**config.mk**
```make
export PLATFORM = sky130hd
export DESIGN_NAME = go_back_n_link_endpoint
export DESIGN_NICKNAME = d
export VERILOG_FILES = /design/src/rtl/gbn_pkg.sv /design/src/rtl/go_back_n_link_endpoint.sv /design/src/rtl/gbn_front.sv /design/src/rtl/gbn_cmd_fifo.sv /design/src/rtl/gbn_back.sv
export SDC_FILE = /design/constraint.sdc
export NUM_CORES = 1
export LEC_CHECK = 0
export ABC_AREA = 1
export BUFFER_PORTS_ARGS = -buffer_cell sky130_fd_sc_hd__buf_4
export CAP_MARGIN = 5
export CELL_PAD_IN_SITES_DETAIL_PLACEMENT = 1
export CELL_PAD_IN_SITES_GLOBAL_PLACEMENT = 1
export CORE_MARGIN = 2
export CORE_UTILIZATION = 40
export DETAILED_ROUTE_END_ITERATION = 16
export GPL_TIMING_DRIVEN = 0
export PLACE_DENSITY = 0.76
export SETUP_SLACK_MARGIN = 0.15
export SYNTH_ARGS = -nofsm -noshare
export SYNTH_HDL_FRONTEND = slang
export SYNTH_SLANG_ARGS = --single-unit
```
**constraint.sdc**
```tcl
create_clock -name clock -period 10.3 [get_ports clock]
set_input_delay 0 -clock clock [delete_from_list [all_inputs] [get_ports clock]]
set_output_delay 0 -clock clock [all_outputs]
set_load 0.01 [all_outputs]
```
**src/rtl/gbn_pkg.sv**
```systemverilog
// ----------------------------------------------------------------------------
// gbn_pkg
// Shared types and constants for the Go-Back-N link endpoint: event and
// result codes, widths, and the command passed from the front to the back.
// ----------------------------------------------------------------------------
package gbn_pkg;

   localparam int PORT_PAYLOAD_BITS = 32;
   localparam int AGE_BITS          = 24;
   localparam int SEQ_BITS          = 2;
   localparam int COUNT_BITS        = 3;
   localparam int SLOTS             = 4;
   localparam int CMD_DEPTH         = 2;
   localparam int CMD_PTR_BITS      = 1;
   localparam int CMD_FILL_BITS     = 2;

   localparam int DEF_WINDOW_SIZE   = 4;
   localparam int DEF_PAYLOAD_BITS  = 32;

   localparam logic [AGE_BITS-1:0] TIMEOUT_RESET = 24'd5000;
   localparam logic [AGE_BITS-1:0] AGE_MAX       = 24'hFFFFFF;
   localparam logic [SEQ_BITS-1:0] LAST_RX_RESET = 2'd3;

   typedef enum logic [1:0] {
      OP_ACK  = 2'd0,
      OP_DATA = 2'd1,
      OP_SEND = 2'd2,
      OP_TICK = 2'd3
   } op_type;

   typedef enum logic [2:0] {
      KIND_SEND    = 3'd0,
      KIND_ACK     = 3'd1,
      KIND_DELIVER = 3'd2,
      KIND_REFUSED = 3'd3,
      KIND_DISCARD = 3'd4
   } kind_type;

   // What the back has to emit for one accepted event.
   typedef enum logic [1:0] {
      JOB_SINGLE  = 2'd0,
      JOB_DELIVER = 2'd1,
      JOB_RESEND  = 2'd2
   } job_type;

   typedef struct packed {
      job_type                                     job;
      kind_type                                    kind;
      logic [SEQ_BITS-1:0]                         seq;
      logic [PORT_PAYLOAD_BITS-1:0]                payload;
      logic [SEQ_BITS-1:0]                         head;
      logic [COUNT_BITS-1:0]                       count;
      logic [SLOTS-1:0][PORT_PAYLOAD_BITS-1:0]     slots;
   } cmd_type;

endpackage

```
**src/rtl/go_back_n_link_endpoint.sv**
```systemverilog
// ----------------------------------------------------------------------------
// go_back_n_link_endpoint
// One endpoint of a Go-Back-N link with sequence numbers modulo four.
//
//   Channel   Direction  Handshake                 Carries
//   req_      in         push / full               op, seq_num, payload
//   rsp_      out        empty / pop               kind, frame_seq,
//                                                  frame_payload, last
//   csr_      in         valid / ready             timeout_ticks
//
// An event is classified and the window state updated in the cycle it is
// transferred; any command it makes then waits in a two-entry command queue.
// The result stage emits one result a cycle while the consumer pops, and an
// event gives at most four results, the most for a timeout that resends a full
// window. The front stalls only when the command queue is full. Reset is
// synchronous; the configuration port never stalls.
// ----------------------------------------------------------------------------
module go_back_n_link_endpoint import gbn_pkg::*; #(
   parameter int WINDOW_SIZE  = DEF_WINDOW_SIZE,
   parameter int PAYLOAD_BITS = DEF_PAYLOAD_BITS
) (
   input  logic                          clock,
   input  logic                          reset,
   input  logic                          req_push,
   output logic                          req_full,
   input  logic [1:0]                    req_op,
   input  logic [SEQ_BITS-1:0]           req_seq_num,
   input  logic [PORT_PAYLOAD_BITS-1:0]  req_payload,
   output logic                          rsp_empty,
   input  logic                          rsp_pop,
   output logic [2:0]                    rsp_kind,
   output logic [SEQ_BITS-1:0]           rsp_frame_seq,
   output logic [PORT_PAYLOAD_BITS-1:0]  rsp_frame_payload,
   output logic                          rsp_last,
   input  logic                          csr_valid,
   output logic                          csr_ready,
   input  logic [AGE_BITS-1:0]           csr_timeout_ticks
);

   logic    req_transfer;
   logic    csr_write;
   logic    cmd_push;
   cmd_type cmd_in;
   cmd_type cmd_out;
   logic    cmd_empty;
   logic    cmd_pop;

   assign csr_ready    = 1'b1;
   assign csr_write    = csr_valid && csr_ready;
   assign req_transfer = req_push && !req_full;

   gbn_front #(
      .WINDOW_SIZE  (WINDOW_SIZE),
      .PAYLOAD_BITS (PAYLOAD_BITS)
   ) u_front (
      .clock       (clock),
      .reset       (reset),
      .evt_valid   (req_transfer),
      .evt_op      (req_op),
      .evt_seq     (req_seq_num),
      .evt_payload (req_payload),
      .csr_write   (csr_write),
      .csr_data    (csr_timeout_ticks),
      .cmd_push    (cmd_push),
      .cmd_data    (cmd_in)
   );

   gbn_cmd_fifo u_cmd_fifo (
      .clock     (clock),
      .reset     (reset),
      .push      (cmd_push),
      .push_data (cmd_in),
      .full      (req_full),
      .pop       (cmd_pop),
      .pop_data  (cmd_out),
      .empty     (cmd_empty)
   );

   gbn_back u_back (
      .clock             (clock),
      .reset             (reset),
      .cmd_data          (cmd_out),
      .cmd_empty         (cmd_empty),
      .cmd_pop           (cmd_pop),
      .rsp_empty         (rsp_empty),
      .rsp_pop           (rsp_pop),
      .rsp_kind          (rsp_kind),
      .rsp_frame_seq     (rsp_frame_seq),
      .rsp_frame_payload (rsp_frame_payload),
      .rsp_last          (rsp_last)
   );

   // Acks, refusals and discards never carry a payload.
   a_no_payload : assert property (@(posedge clock) disable iff (reset)
      (!rsp_empty && (rsp_kind == KIND_ACK || rsp_kind == KIND_REFUSED ||
                      rsp_kind == KIND_DISCARD)) |-> (rsp_frame_payload == '0))
      else $error("payload on a result that carries none");

   // A delivery is always followed by its ack, so it is never the last result.
   a_deliver_not_last : assert property (@(posedge clock) disable iff (reset)
      (!rsp_empty && rsp_kind == KIND_DELIVER) |-> !rsp_last)
      else $error("delivery marked as the last result");

   // The command queue is not full and the result stage is empty straight after reset.
   a_reset_empty : assert property (@(posedge clock)
      reset |=> (!req_full && rsp_empty))
      else $error("queues not empty after reset");

endmodule

```
**src/rtl/gbn_front.sv**
```systemverilog
// ----------------------------------------------------------------------------
// gbn_front
// Accepts link events, keeps the sliding window state and timers, and
// turns each event into at most one command for the back.
// ----------------------------------------------------------------------------
module gbn_front import gbn_pkg::*; #(
   parameter int WINDOW_SIZE  = DEF_WINDOW_SIZE,
   parameter int PAYLOAD_BITS = DEF_PAYLOAD_BITS
) (
   input  logic                          clock,
   input  logic                          reset,
   input  logic                          evt_valid,
   input  logic [1:0]                    evt_op,
   input  logic [SEQ_BITS-1:0]           evt_seq,
   input  logic [PORT_PAYLOAD_BITS-1:0]  evt_payload,
   input  logic                          csr_write,
   input  logic [AGE_BITS-1:0]           csr_data,
   output logic                          cmd_push,
   output cmd_type                       cmd_data
);

   localparam int STORE_BITS = (PAYLOAD_BITS < PORT_PAYLOAD_BITS) ?
                               PAYLOAD_BITS : PORT_PAYLOAD_BITS;

   logic [AGE_BITS-1:0]   timeout_ff;
   logic [SEQ_BITS-1:0]   next_send_ff,  next_send_in;
   logic [SEQ_BITS-1:0]   exp_ack_ff,    exp_ack_in;
   logic [COUNT_BITS-1:0] count_ff,      count_in;
   logic [SEQ_BITS-1:0]   last_rx_ff,    last_rx_in;
   logic [SEQ_BITS-1:0]   head_ff,       head_in;
   logic [AGE_BITS-1:0]   age_ff [SLOTS];
   logic [AGE_BITS-1:0]   age_in [SLOTS];
   logic [STORE_BITS-1:0] pay_ff [SLOTS];

   op_type                op;
   logic [SEQ_BITS-1:0]   ack_dist;
   logic [SEQ_BITS-1:0]   rel;
   logic [SEQ_BITS-1:0]   slot;
   logic                  pay_write;
   logic [SLOTS-1:0]      busy;
   logic [AGE_BITS-1:0]   aged [SLOTS];
   logic                  expired;

   assign op       = op_type'(evt_op);
   assign ack_dist = evt_seq - exp_ack_ff;
   assign slot     = head_ff + count_ff[SEQ_BITS-1:0];

   // Ages after one tick, and whether any outstanding frame has run out.
   always_comb begin
      expired = 1'b0;
      rel     = '0;
      for (int i = 0; i < SLOTS; i++) begin
         rel     = SEQ_BITS'(i) - head_ff;
         busy[i] = {1'b0, rel} < count_ff;
         aged[i] = (age_ff[i] == AGE_MAX) ? age_ff[i] : age_ff[i] + 1'b1;
         if (busy[i] && (aged[i] > timeout_ff)) begin
            expired = 1'b1;
         end
      end
   end

   always_comb begin
      next_send_in = next_send_ff;
      exp_ack_in   = exp_ack_ff;
      count_in     = count_ff;
      last_rx_in   = last_rx_ff;
      head_in      = head_ff;
      pay_write    = 1'b0;
      for (int i = 0; i < SLOTS; i++) begin
         age_in[i] = age_ff[i];
      end
      cmd_push         = 1'b0;
      cmd_data.job     = JOB_SINGLE;
      cmd_data.kind    = KIND_SEND;
      cmd_data.seq     = evt_seq;
      cmd_data.payload = '0;
      cmd_data.head    = head_ff;
      cmd_data.count   = count_ff;
      for (int i = 0; i < SLOTS; i++) begin
         cmd_data.slots[i] = PORT_PAYLOAD_BITS'(pay_ff[i]);
      end
      if (evt_valid) begin
         case (op)
            OP_ACK: begin
               // A cumulative ack releases ack_dist+1 frames when it is plausible.
               if ((ack_dist != 2'd3) && ({1'b0, ack_dist} < count_ff)) begin
                  head_in    = head_ff + ack_dist + 1'b1;
                  exp_ack_in = exp_ack_ff + ack_dist + 1'b1;
                  count_in   = count_ff - {1'b0, ack_dist} - 1'b1;
               end else begin
                  cmd_push      = 1'b1;
                  cmd_data.kind = KIND_DISCARD;
               end
            end
            OP_DATA: begin
               if (evt_seq == last_rx_ff + 1'b1) begin
                  last_rx_in       = evt_seq;
                  cmd_push         = 1'b1;
                  cmd_data.job     = JOB_DELIVER;
                  cmd_data.payload = evt_payload;
               end else if (evt_seq == last_rx_ff) begin
                  cmd_push      = 1'b1;
                  cmd_data.kind = KIND_ACK;
               end
            end
            OP_SEND: begin
               cmd_push     = 1'b1;
               cmd_data.seq = next_send_ff;
               if (count_ff >= COUNT_BITS'(WINDOW_SIZE)) begin
                  cmd_data.kind = KIND_REFUSED;
               end else begin
                  pay_write        = 1'b1;
                  age_in[slot]     = '0;
                  cmd_data.kind    = KIND_SEND;
                  cmd_data.payload = PORT_PAYLOAD_BITS'(evt_payload[STORE_BITS-1:0]);
                  next_send_in     = next_send_ff + 1'b1;
                  count_in         = count_ff + 1'b1;
               end
            end
            OP_TICK: begin
               for (int i = 0; i < SLOTS; i++) begin
                  if (busy[i]) begin
                     age_in[i] = expired ? '0 : aged[i];
                  end
               end
               if (expired) begin
                  cmd_push     = 1'b1;
                  cmd_data.job = JOB_RESEND;
                  cmd_data.seq = exp_ack_ff;
               end
            end
            default: begin
               cmd_push = 1'b0;
            end
         endcase
      end
   end

   always_ff @(posedge clock) begin
      if (reset) begin
         timeout_ff   <= TIMEOUT_RESET;
         next_send_ff <= '0;
         exp_ack_ff   <= '0;
         count_ff     <= '0;
         last_rx_ff   <= LAST_RX_RESET;
         head_ff      <= '0;
         for (int i = 0; i < SLOTS; i++) begin
            age_ff[i] <= '0;
         end
      end else begin
         if (csr_write) begin
            timeout_ff <= csr_data;
         end
         next_send_ff <= next_send_in;
         exp_ack_ff   <= exp_ack_in;
         count_ff     <= count_in;
         last_rx_ff   <= last_rx_in;
         head_ff      <= head_in;
         for (int i = 0; i < SLOTS; i++) begin
            age_ff[i] <= age_in[i];
         end
      end
   end

   always_ff @(posedge clock) begin
      if (pay_write) begin
         pay_ff[slot] <= evt_payload[STORE_BITS-1:0];
      end
   end

endmodule

```
**src/rtl/gbn_cmd_fifo.sv**
```systemverilog
// ----------------------------------------------------------------------------
// gbn_cmd_fifo
// Short command queue between the front and the back so that either side
// can stall without holding up the other.
// ----------------------------------------------------------------------------
module gbn_cmd_fifo import gbn_pkg::*; (
   input  logic    clock,
   input  logic    reset,
   input  logic    push,
   input  cmd_type push_data,
   output logic    full,
   input  logic    pop,
   output cmd_type pop_data,
   output logic    empty
);

   cmd_type                   entry_ff [CMD_DEPTH];
   logic [CMD_PTR_BITS-1:0]   wr_ptr_ff;
   logic [CMD_PTR_BITS-1:0]   rd_ptr_ff;
   logic [CMD_FILL_BITS-1:0]  fill_ff, fill_in;
   logic                      do_push;
   logic                      do_pop;

   assign full     = (fill_ff == CMD_FILL_BITS'(CMD_DEPTH));
   assign empty    = (fill_ff == '0);
   assign do_push  = push && !full;
   assign do_pop   = pop && !empty;
   assign pop_data = entry_ff[rd_ptr_ff];

   always_comb begin
      fill_in = fill_ff;
      if (do_push && !do_pop) begin
         fill_in = fill_ff + 1'b1;
      end else if (do_pop && !do_push) begin
         fill_in = fill_ff - 1'b1;
      end
   end

   always_ff @(posedge clock) begin
      if (reset) begin
         wr_ptr_ff <= '0;
         rd_ptr_ff <= '0;
         fill_ff   <= '0;
      end else begin
         fill_ff <= fill_in;
         if (do_push) begin
            wr_ptr_ff <= wr_ptr_ff + 1'b1;
         end
         if (do_pop) begin
            rd_ptr_ff <= rd_ptr_ff + 1'b1;
         end
      end
   end

   always_ff @(posedge clock) begin
      if (do_push) begin
         entry_ff[wr_ptr_ff] <= push_data;
      end
   end

endmodule

```
**src/rtl/gbn_back.sv**
```systemverilog
// ----------------------------------------------------------------------------
// gbn_back
// Expands one command into its results, one a cycle while the consumer pops,
// into the result register that the consumer reads.
// ----------------------------------------------------------------------------
module gbn_back import gbn_pkg::*; (
   input  logic                          clock,
   input  logic                          reset,
   input  cmd_type                       cmd_data,
   input  logic                          cmd_empty,
   output logic                          cmd_pop,
   output logic                          rsp_empty,
   input  logic                          rsp_pop,
   output logic [2:0]                    rsp_kind,
   output logic [SEQ_BITS-1:0]           rsp_frame_seq,
   output logic [PORT_PAYLOAD_BITS-1:0]  rsp_frame_payload,
   output logic                          rsp_last
);

   logic [SEQ_BITS-1:0]           idx_ff, idx_in;
   logic                          out_valid_ff;
   kind_type                      kind_ff;
   logic [SEQ_BITS-1:0]           seq_ff;
   logic [PORT_PAYLOAD_BITS-1:0]  pay_ff;
   logic                          last_ff;

   kind_type                      res_kind;
   logic [SEQ_BITS-1:0]           res_seq;
   logic [PORT_PAYLOAD_BITS-1:0]  res_pay;
   logic                          res_last;
   logic [SEQ_BITS-1:0]           res_slot;
   logic                          load;
   logic                          fire;

   assign load     = !out_valid_ff || rsp_pop;
   assign fire     = load && !cmd_empty;
   assign cmd_pop  = fire && res_last;
   assign idx_in   = res_last ? '0 : idx_ff + 1'b1;
   assign res_slot = cmd_data.head + idx_ff;

   always_comb begin
      res_kind = cmd_data.kind;
      res_seq  = cmd_data.seq;
      res_pay  = cmd_data.payload;
      res_last = 1'b1;
      case (cmd_data.job)
         JOB_SINGLE: begin
            res_last = 1'b1;
         end
         JOB_DELIVER: begin
            // Payload goes up first, the ack for it follows.
            if (idx_ff == '0) begin
               res_kind = KIND_DELIVER;
               res_last = 1'b0;
            end else begin
               res_kind = KIND_ACK;
               res_pay  = '0;
            end
         end
         JOB_RESEND: begin
            res_kind = KIND_SEND;
            res_seq  = cmd_data.seq + idx_ff;
            res_pay  = cmd_data.slots[res_slot];
            res_last = (({1'b0, idx_ff} + 1'b1) == cmd_data.count);
         end
         default: begin
            res_last = 1'b1;
         end
      endcase
   end

   always_ff @(posedge clock) begin
      if (reset) begin
         idx_ff       <= '0;
         out_valid_ff <= 1'b0;
      end else begin
         if (load) begin
            out_valid_ff <= !cmd_empty;
         end
         if (fire) begin
            idx_ff <= idx_in;
         end
      end
   end

   always_ff @(posedge clock) begin
      if (fire) begin
         kind_ff <= res_kind;
         seq_ff  <= res_seq;
         pay_ff  <= res_pay;
         last_ff <= res_last;
      end
   end

   assign rsp_empty         = !out_valid_ff;
   assign rsp_kind          = kind_ff;
   assign rsp_frame_seq     = seq_ff;
   assign rsp_frame_payload = pay_ff;
   assign rsp_last          = last_ff;

endmodule

```
==> qor.txt <==
Initial antenna violation count = 3
Post-DP HPWL = 67.15 mm
Slew margin rel. = 21.18%
DRC viols = 0
TritonCTS Sinks = 649
Total GRT Usage = 25.16%
Yosys synthesis warning count = 0
FF+latch count, synth = 649
Worst Path Required = 10570 ps
Worst r2r path cells = 20
Detailed router's first-iteration violation count = 1520
Area delta synth->final = 17.92%
I/O pin count = 106
Crit path largest cell delay = 500 ps
Setup-failing EPs final = 0
Hold Path Sink = u_cmd_fifo.entry_ff[1][167]
Synthesized area per cell = 10.41 µm²
Max FO, Critical Path = 87
Asr flop ratio synth = 0%
GPL Wtd Cong = 0.9171
Max cap viols = 0
Crit path buffers/inverters = 4
Fin. Hold Viols = 0
Synth area leaders = edfxtp_1 51%, dfxtp_1 9.3%, nand2_1 6.3%
Clock skew = 42.24 ps
Reg2Reg Setup Slack = 5030 ps
CP endpoint kind = flip-flop
Via density = 5.662
Chip width = 277.8 µm
Final net count = 3340
Core box area = 74320 µm²
Tmin final = 5272 ps
Port Buffers = 103
Fmax = 189.7 MHz
Post-synth top area share = 51.06%
Post-synth top area cell = edfxtp_1
Most used DFF post-synth = edfxtp_1
Die area = 77200 µm²
Routed length per instance = 23.55 µm
Clk pin slew, worst setup/hold paths = 60 ps
Power per standard cell area = 237.2 nW/µm²
Syn Nets = 3070
Final Max Slew Viols = 0
TritonCTS buffer count = 72
Synth Instances = 2881
Hold_sp = req_op[0]
Slew at the pin closest to its max-slew limit = 1182 ps
Design Power = 8.390 mW
Post-synth cell types = 53
CTS tree = built
Row count = 100
Total gr overflow = 0
Pre-CTS setup slack = 4988 ps
Worst Path Arrival = 5540 ps
Drt pass-1 iters = 5
Hold Crit Depth = 4
Via Count = 23660
Static leakage = 13.12 nW
R2R Path End = u_cmd_fifo.entry_ff[1][15]
First-pass GRT wire length = 149.3 mm
Hold slack = 103.4 ps
Sequential share of the synthesized area = 60.33%
Number of global-route vias before repair = 25650
CP delay by family, top = simple AND/OR/NAND/NOR gates
Routed WL = 98.39 mm
RSZ-0062 raised after global routing = no
Worst vdd ir = 146.2 µV
Worst skew pair latency = 640 ps
H-tree depth = 3
Util after Layout = 47.59%
Worst hold path type = in -> reg
CP Class = reg -> reg
CP Launch Type = flip-flop
R2r startpoint = u_front.age_ff[3][0]
Setup ws final = 5028 ps
Setup TNS = 0 ps
Slowest CP cell = inv_8
Cell mode on critical path = nand2_1
Pin count of the biggest net entering global routing = 88
Starting Density = 40.36%
Final Cycle Share = 51.18%
CTS max path bufs = 3
Routed Antenna Nets = 0
Layout cell share with drive strength beyond 1 = 9.264%
EDFF count, synth = 510
Status = finished, final reports clean
Worst-path cell chain = ha_1 -> inv_1 -> nor2_1 -> nand4_1 -> clkbuf_1 -> nand2_1 -> ha_1 -> nand2_1 -> nor2_1 -> nand4_1 -> nor2_1 -> nand2_1 -> nand3_1 -> nand2_1 -> nand2_1 -> o21ai_0 -> nand2_1 -> nand3_1 -> inv_8 -> buf_16
CTS Root Cell = clkbuf_16
Mapped Area = 30000 µm²
Die Span Y = 277.8 µm
## what timing repair did
item	in CTS	in global routing
endpoints found under the hold margin	236	0
hold buffers	81	0
resized for setup	0	0
setup buffers	0	0
## layer usage
| layer | track usage (%) | vias up | wire (µm) | part of all wire, % |
|---|---|---|---|---|
| li1 | - | 10790 | - | - |
| met1 | 29.78 | 11890 | 39130 | 40 |
| met2 | 45.56 | 770 | 50430 | 51 |
| met3 | 3.462 | 206 | 5235 | 5.3 |
| met4 | 10.70 | 2 | 3589 | 3.6 |
| met5 | 0 | - | 13 | 0.013 |
## flip-flops by register name, indices dropped and copies added, names as in the netlist, named ones only
register and count:
u_front.pay_ff 128, u_back.out_valid_ff 1, u_cmd_fifo.fill_ff 2, u_back.rsp_frame_seq 2
u_front.exp_ack_ff 2, u_front.count_ff 3, u_front.last_rx_ff 2, u_back.rsp_frame_payload 32
u_back.idx_ff 2, u_front.head_ff 2, u_back.rsp_last 1, u_cmd_fifo.wr_ptr_ff 1
u_front.next_send_ff 2, u_cmd_fifo.entry_ff 344, u_front.timeout_ff 24, u_cmd_fifo.rd_ptr_ff 1
u_front.age_ff 96, u_back.rsp_kind 3
## synth_stat cells (3+ instances only)
master    instances
a31oi_1         100
nand3_1          53
o21ai_0         273
buf_1             5
mux2i_1           6
nor4_1           13
a21oi_1         188
nor3_2            7
nand4_1          28
nor3_1           29
o21ai_2           3
xnor2_1          30
a21oi_2           4
xor2_1           58
a32o_1           32
inv_1           159
nand2_2           3
or2_2             4
o21a_1            7
o21ai_1           4
nor2_1          319
o211ai_1         63
nor3b_1          34
nand2_1         503
ha_1            123
dfxtp_1         139
a21o_1            6
clkbuf_1        111
edfxtp_1        510
buf_8             4
inv_2            16
buf_2            19
## logic make-up after synthesis
family                   Yosys count  share of synthesized area [%]
AO/OA/AOI/OAI                    689                          13.27
multiplexers                       6                         0.2002
buffers and inverters            319                          4.288
XOR/XNOR                          88                          2.569
other                              1                        0.01250
AND/OR/NAND/NOR                 1005                          14.13
flip-flops                       649                          60.33
adder cells (fa/ha/maj)          124                          5.197
## tightest hold or removal path: stages
cell and delay (ps):
buf_4 130, ha_1 220, nand4_1 110, a211oi_1 90
## layout by cell type (no fill, tap or decap), types with 63 or more instances in the layout
cell type / count
edfxtp_1: 510
nand2_1: 503
nor2_1: 314
o21ai_0: 273
a21oi_1: 187
inv_1: 158
dfxtp_1: 139
clkbuf_1: 127
ha_1: 123
buf_4: 104
a31oi_1: 100
dlygate4sd3_1: 81
clkbuf_16: 72
o211ai_1: 63
## how the worst max path moves through the flow
stage / startpoint / endpoint / slack [ps] / cells past startpoint
2_1_floorplan: u_front.age_ff[1][0] / u_cmd_fifo.entry_ff[0][0] / 2690 / 22
3_3_place_gp: u_front.age_ff[3][0] / u_cmd_fifo.entry_ff[0][8] / -930 / 19
3_5_place_dp: u_front.age_ff[3][0] / u_cmd_fifo.entry_ff[1][28] / 4990 / 20
4_1_cts: u_front.age_ff[3][0] / u_cmd_fifo.entry_ff[1][28] / 5000 / 20
5_1_grt: u_front.age_ff[3][0] / u_cmd_fifo.entry_ff[1][96] / 4670 / 20
6_report: u_front.age_ff[3][0] / u_cmd_fifo.entry_ff[1][15] / 5030 / 20
## where the power goes
group	total (mW)	internal, mW	switching [mW]
sequential	3.33	3.18	0.151
clock	2.49	1.41	1.09
combinational	2.56	0.769	1.80
total	8.39	5.36	3.03
## per-stage QoR
step | instance area (µm²) | std cells
global route | 35370 | 4176
floorplan | 30000 | 2881
global placement | 31980 | 3953
detailed placement | 32300 | 3965
CTS | 35370 | 4175
finish | 35370 | 4178
## area by class of cell
class / instances / area, µm²
multi-input cells: 1913 / 10660
plain buffers: 142 / 620.6
clock buffers: 92 / 1917
clock inverters: 37 / 336.6
fillers: 8188 / 38950
repair buffers: 196 / 1847
diodes: 3 / 7.507
well taps: 969 / 1212
inverters: 177 / 673.1
flip-flops and latches: 649 / 18100
(Power assumes the default switching activity.)
